===== src/sv/sas_pkg.sv =====
// Shared constants, opcodes and payload types of the sprite animation sequencer.
`default_nettype none

package sas_pkg;

  localparam int FRAME_SLOTS = 64;
  localparam int ANIM_SLOTS  = 8;
  localparam int CELL_BITS   = 10;

  localparam int SLOT_W   = $clog2(FRAME_SLOTS);
  localparam int COUNT_W  = SLOT_W + 1;
  localparam int ANIM_W   = $clog2(ANIM_SLOTS);
  localparam int PERIOD_W = 16;
  localparam int ELAPSED_W = PERIOD_W + 1;
  localparam int TEXEL_W  = 22;
  localparam int FDIM_W   = 12;
  localparam int GRID_W   = 11;

  // Shared divider sizing: the widest dividend is frame position plus quotient.
  localparam int DIV_N_W   = ELAPSED_W + 1;
  localparam int DIV_D_W   = PERIOD_W;
  localparam int DIV_CNT_W = $clog2(DIV_N_W);

  localparam logic [2:0] OP_TICK  = 3'd0;
  localparam logic [2:0] OP_LOAD  = 3'd1;
  localparam logic [2:0] OP_DESC  = 3'd2;
  localparam logic [2:0] OP_PLAY  = 3'd3;
  localparam logic [2:0] OP_STOP  = 3'd4;
  localparam logic [2:0] OP_SHOW  = 3'd5;

  localparam logic [1:0] CFG_FRAME_WIDTH  = 2'd0;
  localparam logic [1:0] CFG_FRAME_HEIGHT = 2'd1;
  localparam logic [1:0] CFG_GRID_COLUMNS = 2'd2;
  localparam logic [1:0] CFG_GRID_ROWS    = 2'd3;

  typedef struct packed {
    logic [2:0]           opcode;
    logic [15:0]          delta;
    logic [2:0]           anim_id;
    logic [SLOT_W-1:0]    slot;
    logic [CELL_BITS-1:0] cell_index;
    logic [SLOT_W-1:0]    frame_base;
    logic [COUNT_W-1:0]   frame_count;
    logic [PERIOD_W-1:0]  frame_period;
    logic                 looping;
    logic                 restart;
    logic                 halt;
  } sas_in_t;

  typedef struct packed {
    logic [CELL_BITS-1:0] shown_cell;
    logic [TEXEL_W-1:0]   texel_left;
    logic [TEXEL_W-1:0]   texel_top;
    logic [SLOT_W-1:0]    frame_position;
    logic                 is_playing;
    logic                 end_reached;
  } sas_out_t;

  typedef struct packed {
    logic               start;
    logic [DIV_N_W-1:0] dividend;
    logic [DIV_D_W-1:0] divisor;
  } div_req_t;

  typedef struct packed {
    logic               done;
    logic [DIV_N_W-1:0] quotient;
    logic [DIV_D_W-1:0] remainder;
  } div_rsp_t;

endpackage

`default_nettype wire


===== src/sv/sas_in_if.sv =====
// Command channel interface of the sprite animation sequencer.
`default_nettype none

interface sas_in_if;
  import sas_pkg::*;

  logic    valid;
  logic    ready;
  sas_in_t data;

  modport source (output valid, output data, input ready);
  modport sink (input valid, input data, output ready);
endinterface

`default_nettype wire


===== src/sv/sas_out_if.sv =====
// Result channel interface of the sprite animation sequencer.
`default_nettype none

interface sas_out_if;
  import sas_pkg::*;

  logic     valid;
  logic     ready;
  sas_out_t data;

  modport source (output valid, output data, input ready);
  modport sink (input valid, input data, output ready);
endinterface

`default_nettype wire


===== src/sv/sas_divider.sv =====
// Shared restoring divider, one quotient bit per cycle.
`default_nettype none

module sas_divider (
  input  wire logic              clk_i,
  input  wire logic              rst_ni,
  input  wire sas_pkg::div_req_t req_i,
  output sas_pkg::div_rsp_t      rsp_o
);
  import sas_pkg::*;

  logic                 busy_q;
  logic                 done_q;
  logic [DIV_CNT_W-1:0] cnt_q;
  logic [DIV_N_W-1:0]   quo_q;
  logic [DIV_D_W-1:0]   rem_q;
  logic [DIV_D_W-1:0]   dsr_q;

  logic [DIV_D_W:0]     shifted;
  logic [DIV_D_W:0]     diff;
  logic                 ge;
  logic [DIV_D_W-1:0]   rem_d;

  always_comb begin
    shifted = {rem_q, quo_q[DIV_N_W-1]};
    ge      = (shifted >= {1'b0, dsr_q});
    diff    = shifted - {1'b0, dsr_q};
    rem_d   = ge ? diff[DIV_D_W-1:0] : shifted[DIV_D_W-1:0];
  end

  always_ff @(posedge clk_i or negedge rst_ni) begin
    if (!rst_ni) begin
      busy_q <= 1'b0;
      done_q <= 1'b0;
      cnt_q  <= '0;
    end else begin
      done_q <= 1'b0;
      if (req_i.start) begin
        busy_q <= 1'b1;
        cnt_q  <= '0;
      end else if (busy_q) begin
        cnt_q <= cnt_q + 1'b1;
        if (cnt_q == DIV_CNT_W'(DIV_N_W - 1)) begin
          busy_q <= 1'b0;
          done_q <= 1'b1;
        end
      end
    end
  end

  always_ff @(posedge clk_i) begin
    if (req_i.start) begin
      quo_q <= req_i.dividend;
      rem_q <= '0;
      dsr_q <= req_i.divisor;
    end else if (busy_q) begin
      quo_q <= {quo_q[DIV_N_W-2:0], ge};
      rem_q <= rem_d;
    end
  end

  assign rsp_o.done      = done_q;
  assign rsp_o.quotient  = quo_q;
  assign rsp_o.remainder = rem_q;

endmodule

`default_nettype wire


===== src/sv/sprite_animation_sequencer_unit.sv =====
// Top level of the sprite animation sequencer: sequencer, frame table and corner math.
// Usage:
//   Commands enter on in_ch (valid/ready); each command yields exactly one result
//   beat on out_ch carrying the shown cell, its texel corner, the frame position,
//   the playing flag and the end pulse. The user must write the geometry registers
//   through cfg_we_i/cfg_idx_i/cfg_data_i only while no command is in progress; the
//   block itself does not enforce this.
// Sequencing:
//   One command at a time. Every command ends in the corner step, whose division and
//   products an empty grid skips. An advancing tick first divides its elapsed time
//   by the period, and a wrapping one also takes the wrap modulo. Each division holds
//   the single shared divider through its quotient-bit steps and then its done flag.
//   A tick may use it for the period division and the wrap modulo, and every command
//   with a nonempty grid for the row/column split. The two corner products go through
//   one multiplier on consecutive cycles. in_ch.ready rises the cycle after the result
//   is loaded, so no command is taken before the previous result has been loaded.
// Stalls:
//   A finished result sits in the output register; the next command is accepted
//   meanwhile and its result waits until the receiver takes the pending beat.
// Reset:
//   Asynchronous, active low. Descriptors, playback state and geometry return to
//   their defaults; the frame table holds no defined contents until loaded.
`default_nettype none

module sprite_animation_sequencer_unit (
  input  wire logic                    clk_i,
  input  wire logic                    rst_ni,
  sas_in_if.sink                       in_ch,
  sas_out_if.source                    out_ch,
  input  wire logic                    cfg_we_i,
  input  wire logic [1:0]              cfg_idx_i,
  input  wire logic [sas_pkg::FDIM_W-1:0] cfg_data_i
);
  import sas_pkg::*;

  localparam logic [3:0] ST_IDLE   = 4'd0;
  localparam logic [3:0] ST_EXEC   = 4'd1;
  localparam logic [3:0] ST_TDIV   = 4'd2;
  localparam logic [3:0] ST_TPOS   = 4'd3;
  localparam logic [3:0] ST_TMOD   = 4'd4;
  localparam logic [3:0] ST_TREAD  = 4'd5;
  localparam logic [3:0] ST_TCELL  = 4'd6;
  localparam logic [3:0] ST_CORNER = 4'd7;
  localparam logic [3:0] ST_CDIV   = 4'd8;
  localparam logic [3:0] ST_MUL1   = 4'd9;
  localparam logic [3:0] ST_MUL2   = 4'd10;
  localparam logic [3:0] ST_OUT    = 4'd11;

  logic [3:0] state_q, state_d;

  // Geometry registers.
  logic [FDIM_W-1:0] frame_width_q, frame_height_q;
  logic [GRID_W-1:0] grid_columns_q, grid_rows_q;

  // Descriptors.
  logic [SLOT_W-1:0]   desc_base_q   [ANIM_SLOTS];
  logic [COUNT_W-1:0]  desc_count_q  [ANIM_SLOTS];
  logic [PERIOD_W-1:0] desc_period_q [ANIM_SLOTS];
  logic                desc_loop_q   [ANIM_SLOTS];

  // Playback state.
  logic [ANIM_W-1:0]    active_q;
  logic                 selected_q;
  logic                 playing_q;
  logic [ELAPSED_W-1:0] elapsed_q;
  logic [SLOT_W-1:0]    frame_cnt_q;
  logic [CELL_BITS-1:0] cell_q;
  logic                 end_q;

  // Working registers.
  sas_in_t              item_q;
  logic [DIV_N_W-1:0]   pos_q;
  logic [CELL_BITS-1:0] col_q, row_q;
  logic [TEXEL_W-1:0]   left_q, top_q;
  logic [CELL_BITS-1:0] tbl_rd_q;
  logic                 out_valid_q;
  sas_out_t             out_data_q;

  logic [CELL_BITS-1:0] frame_mem [FRAME_SLOTS];

  logic [ANIM_W-1:0]    item_id;
  logic [PERIOD_W-1:0]  act_period;
  logic [COUNT_W-1:0]   act_count;
  logic [ELAPSED_W-1:0] elapsed_sum;
  logic                 tick_live;
  logic                 tick_adv;
  logic                 pos_past;
  logic                 tbl_we;
  logic [SLOT_W-1:0]    rd_addr;
  logic [CELL_BITS-1:0] mul_a;
  logic [FDIM_W-1:0]    mul_b;
  logic [TEXEL_W-1:0]   mul_p;
  logic                 grid_empty;
  logic                 out_free;

  div_req_t div_req;
  div_rsp_t div_rsp;

  sas_divider u_divider (
    .clk_i  (clk_i),
    .rst_ni (rst_ni),
    .req_i  (div_req),
    .rsp_o  (div_rsp)
  );

  always_comb begin
    item_id     = item_q.anim_id[ANIM_W-1:0];
    act_period  = (desc_period_q[active_q] == '0) ? PERIOD_W'(1) : desc_period_q[active_q];
    act_count   = (desc_count_q[active_q] > COUNT_W'(FRAME_SLOTS)) ?
                  COUNT_W'(FRAME_SLOTS) : desc_count_q[active_q];
    elapsed_sum = elapsed_q + {1'b0, item_q.delta};
    tick_live   = playing_q && selected_q;
    tick_adv    = elapsed_sum > {1'b0, act_period};
    pos_past    = pos_q >= DIV_N_W'(act_count);
    grid_empty  = (grid_columns_q == '0) || (grid_rows_q == '0);
    out_free    = !out_valid_q || out_ch.ready;
    tbl_we      = (state_q == ST_EXEC) && (item_q.opcode == OP_LOAD);
    rd_addr     = desc_base_q[active_q] + pos_q[SLOT_W-1:0];
    mul_a       = (state_q == ST_MUL1) ? col_q : row_q;
    mul_b       = (state_q == ST_MUL1) ? frame_width_q : frame_height_q;
    mul_p       = {{(TEXEL_W-CELL_BITS){1'b0}}, mul_a} * {{(TEXEL_W-FDIM_W){1'b0}}, mul_b};
  end

  // Divider launches: period split, wrap modulo and cell row/column split.
  always_comb begin
    div_req.start    = 1'b0;
    div_req.dividend = {{(DIV_N_W-ELAPSED_W){1'b0}}, elapsed_sum};
    div_req.divisor  = act_period;
    case (state_q)
      ST_EXEC: begin
        div_req.start = (item_q.opcode == OP_TICK) && tick_live && tick_adv;
      end
      ST_TPOS: begin
        div_req.start    = pos_past && (act_count != '0) && desc_loop_q[active_q];
        div_req.dividend = pos_q;
        div_req.divisor  = DIV_D_W'(act_count);
      end
      ST_CORNER: begin
        div_req.start    = !grid_empty;
        div_req.dividend = DIV_N_W'(cell_q);
        div_req.divisor  = DIV_D_W'(grid_columns_q);
      end
      default: begin
        div_req.start = 1'b0;
      end
    endcase
  end

  always_comb begin
    state_d = state_q;
    case (state_q)
      ST_IDLE: begin
        if (in_ch.valid) begin
          state_d = ST_EXEC;
        end
      end
      ST_EXEC: begin
        if (div_req.start) begin
          state_d = ST_TDIV;
        end else begin
          state_d = ST_CORNER;
        end
      end
      ST_TDIV: begin
        if (div_rsp.done) begin
          state_d = ST_TPOS;
        end
      end
      ST_TPOS: begin
        if (pos_past && (act_count == '0)) begin
          state_d = ST_CORNER;
        end else if (div_req.start) begin
          state_d = ST_TMOD;
        end else begin
          state_d = ST_TREAD;
        end
      end
      ST_TMOD: begin
        if (div_rsp.done) begin
          state_d = ST_TREAD;
        end
      end
      ST_TREAD:  state_d = ST_TCELL;
      ST_TCELL:  state_d = ST_CORNER;
      ST_CORNER: begin
        if (grid_empty) begin
          state_d = ST_OUT;
        end else begin
          state_d = ST_CDIV;
        end
      end
      ST_CDIV: begin
        if (div_rsp.done) begin
          state_d = ST_MUL1;
        end
      end
      ST_MUL1:   state_d = ST_MUL2;
      ST_MUL2:   state_d = ST_OUT;
      ST_OUT: begin
        if (out_free) begin
          state_d = ST_IDLE;
        end
      end
      default:   state_d = ST_IDLE;
    endcase
  end

  assign in_ch.ready  = (state_q == ST_IDLE);
  assign out_ch.valid = out_valid_q;
  assign out_ch.data  = out_data_q;

  always_ff @(posedge clk_i or negedge rst_ni) begin
    if (!rst_ni) begin
      frame_width_q  <= FDIM_W'(16);
      frame_height_q <= FDIM_W'(16);
      grid_columns_q <= '0;
      grid_rows_q    <= '0;
    end else if (cfg_we_i) begin
      case (cfg_idx_i)
        CFG_FRAME_WIDTH:  frame_width_q  <= cfg_data_i;
        CFG_FRAME_HEIGHT: frame_height_q <= cfg_data_i;
        CFG_GRID_COLUMNS: grid_columns_q <= cfg_data_i[GRID_W-1:0];
        CFG_GRID_ROWS:    grid_rows_q    <= cfg_data_i[GRID_W-1:0];
        default: begin
        end
      endcase
    end
  end

  always_ff @(posedge clk_i or negedge rst_ni) begin
    if (!rst_ni) begin
      state_q     <= ST_IDLE;
      active_q    <= '0;
      selected_q  <= 1'b0;
      playing_q   <= 1'b0;
      elapsed_q   <= '0;
      frame_cnt_q <= '0;
      cell_q      <= '0;
      end_q       <= 1'b0;
      out_valid_q <= 1'b0;
      for (int i = 0; i < ANIM_SLOTS; i++) begin
        desc_base_q[i]   <= '0;
        desc_count_q[i]  <= '0;
        desc_period_q[i] <= PERIOD_W'(1);
        desc_loop_q[i]   <= 1'b0;
      end
    end else begin
      state_q <= state_d;
      if ((state_q == ST_OUT) && out_free) begin
        out_valid_q <= 1'b1;
      end else if (out_valid_q && out_ch.ready) begin
        out_valid_q <= 1'b0;
      end
      case (state_q)
        ST_EXEC: begin
          end_q <= 1'b0;
          case (item_q.opcode)
            OP_TICK: begin
              if (tick_live) begin
                elapsed_q <= elapsed_sum;
              end
            end
            OP_DESC: begin
              desc_base_q[item_id]   <= item_q.frame_base;
              desc_count_q[item_id]  <= item_q.frame_count;
              desc_period_q[item_id] <= item_q.frame_period;
              desc_loop_q[item_id]   <= item_q.looping;
            end
            OP_PLAY: begin
              elapsed_q <= '0;
              if (selected_q && (active_q == item_id) && item_q.restart) begin
                cell_q    <= '0;
                playing_q <= 1'b0;
              end else begin
                active_q    <= item_id;
                selected_q  <= 1'b1;
                frame_cnt_q <= '0;
                playing_q   <= 1'b1;
              end
            end
            OP_STOP: begin
              playing_q  <= 1'b0;
              selected_q <= 1'b0;
            end
            OP_SHOW: begin
              cell_q <= item_q.cell_index;
              if (item_q.halt) begin
                elapsed_q <= '0;
                playing_q <= 1'b0;
              end
            end
            default: begin
            end
          endcase
        end
        ST_TDIV: begin
          if (div_rsp.done) begin
            elapsed_q <= {1'b0, div_rsp.remainder};
          end
        end
        ST_TPOS: begin
          if (pos_past) begin
            end_q <= 1'b1;
            if (act_count == '0) begin
              frame_cnt_q <= '0;
              playing_q   <= 1'b0;
            end else if (!desc_loop_q[active_q]) begin
              playing_q <= 1'b0;
            end
          end
        end
        ST_TREAD: begin
          frame_cnt_q <= pos_q[SLOT_W-1:0];
        end
        ST_TCELL: begin
          cell_q <= tbl_rd_q;
        end
        default: begin
        end
      endcase
    end
  end

  // Payload and working registers.
  always_ff @(posedge clk_i) begin
    if (in_ch.valid && in_ch.ready) begin
      item_q <= in_ch.data;
    end
    if ((state_q == ST_TDIV) && div_rsp.done) begin
      pos_q <= DIV_N_W'(frame_cnt_q) + div_rsp.quotient;
    end
    if (state_q == ST_TPOS && pos_past && !desc_loop_q[active_q]) begin
      pos_q <= DIV_N_W'(act_count - 1'b1);
    end
    if ((state_q == ST_TMOD) && div_rsp.done) begin
      pos_q <= DIV_N_W'(div_rsp.remainder);
    end
    if ((state_q == ST_CDIV) && div_rsp.done) begin
      row_q <= div_rsp.quotient[CELL_BITS-1:0];
      col_q <= div_rsp.remainder[CELL_BITS-1:0];
    end
    if (state_q == ST_CORNER && grid_empty) begin
      left_q <= '0;
      top_q  <= '0;
    end
    if (state_q == ST_MUL1) begin
      left_q <= mul_p;
    end
    if (state_q == ST_MUL2) begin
      top_q <= mul_p;
    end
    if (state_q == ST_OUT && out_free) begin
      out_data_q.shown_cell     <= cell_q;
      out_data_q.texel_left     <= left_q;
      out_data_q.texel_top      <= top_q;
      out_data_q.frame_position <= frame_cnt_q;
      out_data_q.is_playing     <= playing_q;
      out_data_q.end_reached    <= end_q;
    end
  end

  // Frame table: one write port, one registered read port.
  always_ff @(posedge clk_i) begin
    if (tbl_we) begin
      frame_mem[item_q.slot] <= item_q.cell_index;
    end
    if (state_q == ST_TREAD) begin
      tbl_rd_q <= frame_mem[rd_addr];
    end
  end

endmodule

`default_nettype wire


===== src/flat_wrapper.sv =====
// flat-port wrapper written by rule: the top's interface ports become plain ports
module sprite_animation_sequencer_unit_flat import sas_pkg::*;
  (clk_i, rst_ni, cfg_we_i, cfg_idx_i, cfg_data_i, in_ch_valid, in_ch_data, in_ch_ready, out_ch_valid, out_ch_data, out_ch_ready);
  sas_in_if in_ch_i ();
  sas_out_if out_ch_i ();
  input  wire logic clk_i;
  input  wire logic rst_ni;
  input  wire logic cfg_we_i;
  input  wire logic [1:0] cfg_idx_i;
  input  wire logic [sas_pkg::FDIM_W-1:0] cfg_data_i;
  input wire logic [$bits(in_ch_i.valid)-1:0] in_ch_valid;
  input wire logic [$bits(in_ch_i.data)-1:0] in_ch_data;
  output wire logic [$bits(in_ch_i.ready)-1:0] in_ch_ready;
  output wire logic [$bits(out_ch_i.valid)-1:0] out_ch_valid;
  output wire logic [$bits(out_ch_i.data)-1:0] out_ch_data;
  input wire logic [$bits(out_ch_i.ready)-1:0] out_ch_ready;
  assign in_ch_i.valid = in_ch_valid;
  assign in_ch_i.data = in_ch_data;
  assign in_ch_ready = in_ch_i.ready;
  assign out_ch_valid = out_ch_i.valid;
  assign out_ch_data = out_ch_i.data;
  assign out_ch_i.ready = out_ch_ready;
  sprite_animation_sequencer_unit u_core (.clk_i(clk_i), .rst_ni(rst_ni), .in_ch(in_ch_i), .out_ch(out_ch_i), .cfg_we_i(cfg_we_i), .cfg_idx_i(cfg_idx_i), .cfg_data_i(cfg_data_i));
endmodule

===== config.mk =====
export PLATFORM = sky130hd
export DESIGN_NAME = sprite_animation_sequencer_unit_flat
export DESIGN_NICKNAME = d
export VERILOG_FILES = /design/src/sv/sas_pkg.sv /design/src/sv/sas_in_if.sv /design/src/sv/sas_out_if.sv /design/src/sv/sas_divider.sv /design/src/sv/sprite_animation_sequencer_unit.sv /design/src/flat_wrapper.sv
export SDC_FILE = /design/constraint.sdc
export NUM_CORES = 2
export LEC_CHECK = 0
export ABC_AREA = 0
export BUFFER_PORTS_ARGS = -buffer_cell sky130_fd_sc_hd__buf_2
export CORE_AREA = 5 5 459 235
export CTS_BUF_LIST = sky130_fd_sc_hd__clkbuf_8 sky130_fd_sc_hd__clkbuf_16
export CTS_CLUSTER_DIAMETER = 60
export CTS_CLUSTER_SIZE = 10
export DETAILED_ROUTE_END_ITERATION = 10
export DIE_AREA = 0 0 464 240
export GPL_ROUTABILITY_DRIVEN = 0
export PLACE_DENSITY = 0.76
export SLEW_MARGIN = 20
export SYNTH_ARGS = -nofsm -noshare
export SYNTH_HDL_FRONTEND = slang
export SYNTH_SLANG_ARGS = --single-unit

===== constraint.sdc =====
create_clock -name clk_i -period 5.9 [get_ports clk_i]
set_input_delay 1.18 -clock clk_i [delete_from_list [all_inputs] [get_ports clk_i]]
set_output_delay 1.18 -clock clk_i [all_outputs]
set_load 0.005 [all_outputs]

==> results.json <==
{
  "clock.fmax_mhz": 170,
  "grt_max_degree": 120,
  "fin_worst_skew_ns": 0.0252,
  "vias": 33400,
  "finalSetupViolCount": 0,
  "cp-end-kind": "flop",
  "dieArea_sq_um": 111000,
  "synthCells": 3504,
  "post_drt_wl_per_cell_um": 28.3,
  "tightestPinTransition_ns": 1.16,
  "peakVddDrop_mv": 0.247,
  "synth_most_common_cell": "edfxtp_1",
  "cts_sinks": 1251,
  "cts_root_buf": "clkbuf_16",
  "grtUsageTotal_pct": 27.0,
  "clk_pin_slew_worst_paths_ns": 0.06,
  "path_max_fanout": 6,
  "p_leak_nw": 24.9,
  "finalMaxSlewViolations": 0,
  "layout_worst_path_cycle_share_pct": 99.5,
  "die_w_um": 464,
  "powerDensity_nw_per_um2": 285,
  "syn_nets": 3801,
  "grt_pass1_vias": 32700,
  "ys_warn_count": 0,
  "grt-ovfl-total": 0,
  "clockBufferDepth": 3,
  "path_class": "flop to flop",
  "syn_to_final_growth_pct": 14.4,
  "yosysSeqAreaShare_pct": 63.5,
  "drv_cap": 0,
  "routed_wl_mm": 150,
  "synthFlopType": "edfxtp_1",
  "nets": 4137,
  "finalWorstPathRequiredPeriod_ns": 5.87,
  "viasPerCell": 6.30,
  "cp_data_arrival_time_ns": 6.37,
  "rsz0062_at_grt": "true",
  "dp_slack_ns": -0.153,
  "drcViolationCount": 0,
  "antenna_found_initial": 9,
  "final_antenna_net_count": 0,
  "clkLatencyLatePin_ns": 0.77,
  "synth_edf_count": 896,
  "die_y_um": 240,
  "numCtsBuffers": 143,
  "first_iter_violations": 4398,
  "nFillCells": 7370,
  "relSlewSlack_pct": 22.7,
  "ys_ff_latch": 1251,
  "totalPowerFinal_mw": 18.4,
  "io_buffer_count": 152,
  "multi_input_area_sq_um": 19800,
  "first_pass_iters": 6,
  "grt_pass1_wl_mm": 221,
  "row_count": 84,
  "cp_data_required_time_ns": 6.40,
  "ys_types": 81,
  "coreArea_sq_um": 104000,
  "timing_hold_violations_final": 0,
  "synth_common_cells": "896 x edfxtp_1, 327 x dfrtp_1, 294 x mux2_2",
  "synth.largest_area_cell": "edfxtp_1",
  "critPathLaunchType": "flop",
  "dp_hpwl_mm": 101,
  "synthArstFlopShare_pct": 26.9,
  "fin_ws_ns": 0.0324,
  "start_util_pct": 54.3,
  "syn_area_sq_um": 56200,
  "min_path_type": "flop to flop",
  "ioPinCount": 153,
  "synth_area_per_cell_sq_um": 16.0,
  "htree_levels": 4,
  "synth_top_area_share_pct": 47.8,
  "cts_tree": "done",
  "yosys-top-cells-area": "edfxtp_1 48%, dfrtp_1 15%, mux4_2 10%, mux2_2 5.9%, fa_1 2.9%",
  "outcome": "finished, final reports clean",
  "register_area_sq_um": 35700,
  "drive_above_1_share_pct": 30.0
}
[cell families (layout without fill, tap and decap cells)]
| logic type | Yosys count | in the layout | synth area share [%] |
|---|---|---|---|
| other | 0 | 3 | 0 |
| multiplexers | 621 | 621 | 17.6 |
| adder cells (fa/ha/maj) | 208 | 208 | 5.72 |
| AO/OA/AOI/OAI | 366 | 366 | 4.40 |
| buffers and inverters | 295 | 703 | 2.15 |
| XOR/XNOR | 72 | 72 | 1.12 |
| flip-flops | 1251 | 1251 | 63.5 |
| AND/OR/NAND/NOR | 691 | 692 | 5.54 |
[cells in the final DEF (no fill, tap or decap), types with 28 or more instances in the layout]
cell and n:
mux2i_1 55, nand2_1 219, mux2_2 294, a211oi_1 28, inv_1 191, a21oi_1 101
buf_4 177, edfxtp_1 896, o21ai_0 48, a21o_1 28, nor2_1 240, clkbuf_16 147
buf_2 151, dfrtp_1 325, mux4_2 258, a22oi_1 33, xor2_1 28, xnor2_1 40
ha_1 119, fa_1 77
[per-layer routing]
layer / vias up / share of wire (%) / GRT usage, %
li1: 14100 / - / -
met1: 17100 / 44 / 43.6
met2: 2060 / 38 / 33.5
met3: 161 / 15 / 11.4
met4: 6 / 1.5 / 5.81
met5: - / 0.13 / 1.05
[worst max-delay path, stage by stage (launching register included)]
cell and delay [ns]:
dfrtp_1 0.42, nor2b_4 0.16, nand2_4 0.10, buf_12 0.14, buf_8 0.13, buf_4 0.12, nand2_2 0.07, nand2_4 0.08
nand2_1 0.08, fa_2 0.56, inv_1 0.06, fa_1 0.52, ha_1 0.31, inv_1 0.05, fa_1 0.47, inv_1 0.05
fa_1 0.44, ha_1 0.31, o21ai_0 0.08, buf_4 0.15, a21oi_1 0.22, o211a_1 0.21, o21ai_1 0.06, buf_4 0.15
a21oi_1 0.24, o41ai_2 0.12, xnor2_1 0.22, nor2_1 0.08
[repair_timing]
action | in CTS | in global routing
resized for setup | 11 | 66
endpoints found under the setup margin | 6 | 19
cloned | 0 | 2
pin swaps | 4 | 26
hold endpoints to repair | 0 | 0
hold buffers | 0 | 0
buffers inserted | 0 | 19
[state kept, by name, indices dropped and copies added, names as in the netlist, 16 cells and up]
| register | cells |
|---|---|
| u_core.desc_base_q | 48 |
| u_core.desc_count_q | 56 |
| u_core.desc_period_q | 128 |
| u_core.elapsed_q | 17 |
| u_core.frame_mem | 640 |
| u_core.item_q | 67 |
| u_core.left_q | 22 |
| u_core.out_ch.data | 62 |
| u_core.pos_q | 18 |
| u_core.top_q | 22 |
| u_core.u_divider.dsr_q | 16 |
| u_core.u_divider.quo_q | 18 |
| u_core.u_divider.rem_q | 16 |
[path summary, 6_finish.rpt]
check,endpoint,slack (ns),cells past startpoint,from
setup / recovery,u_core.left_q[21]$_SDFFCE_PN0P_,0.03,27,u_core.state_q[0]$_DFFE_PN0P_
hold / removal,u_core.out_ch.data[45]$_DFFE_PP_,0.42,0,u_core.left_q[15]$_SDFFCE_PN0P_
setup reg to reg,u_core.left_q[21]$_SDFFCE_PN0P_,0.03,27,u_core.state_q[0]$_DFFE_PN0P_
hold reg to reg,u_core.out_ch.data[45]$_DFFE_PP_,0.42,0,u_core.left_q[15]$_SDFFCE_PN0P_
max in group asynchronous,u_core.elapsed_q[14]$_DFFE_PN0P_,4.08,2,rst_ni
min in group asynchronous,u_core.desc_period_q[72]$_DFFE_PN0P_,0.50,1,rst_ni
[where the power goes]
part / internal [mW] / switching, mW / leakage, nW
clock: 4.47 / 3.56 / 2.22
combinational: 0.391 / 0.458 / 10.2
sequential: 9.40 / 0.0739 / 12.4
[through the flow]
step	cells	TNS, ns	instance area, sq um	utilization [%]	hold slack [ns]
3_3_place_gp	5050	0	59600	57.5	0.402
4_1_cts	5268	0	63800	61.6	0.413
2_1_floorplan	3504	0	56300	-	0.400
3_5_place_dp	5050	-0.537	59600	57.5	0.405
5_1_grt	5291	-0.573	64300	62.1	0.426
6_report	5292	0	64300	62.1	0.417
[final cells by class]
| type | instances | area share [%] |
|---|---|---|
| Tap cell | 1376 | 2.68 |
| Sequential cell | 1251 | 55.5 |
| Antenna cell | 3 | 0.0117 |
| Inverter | 138 | 0.805 |
| Timing Repair Buffer | 347 | 3.81 |
| Multi-Input combinational cell | 1959 | 30.7 |
| Clock buffer | 147 | 5.70 |
| Clock inverter | 71 | 0.741 |
No activity file was read; power rests on OpenSTA's default activity.
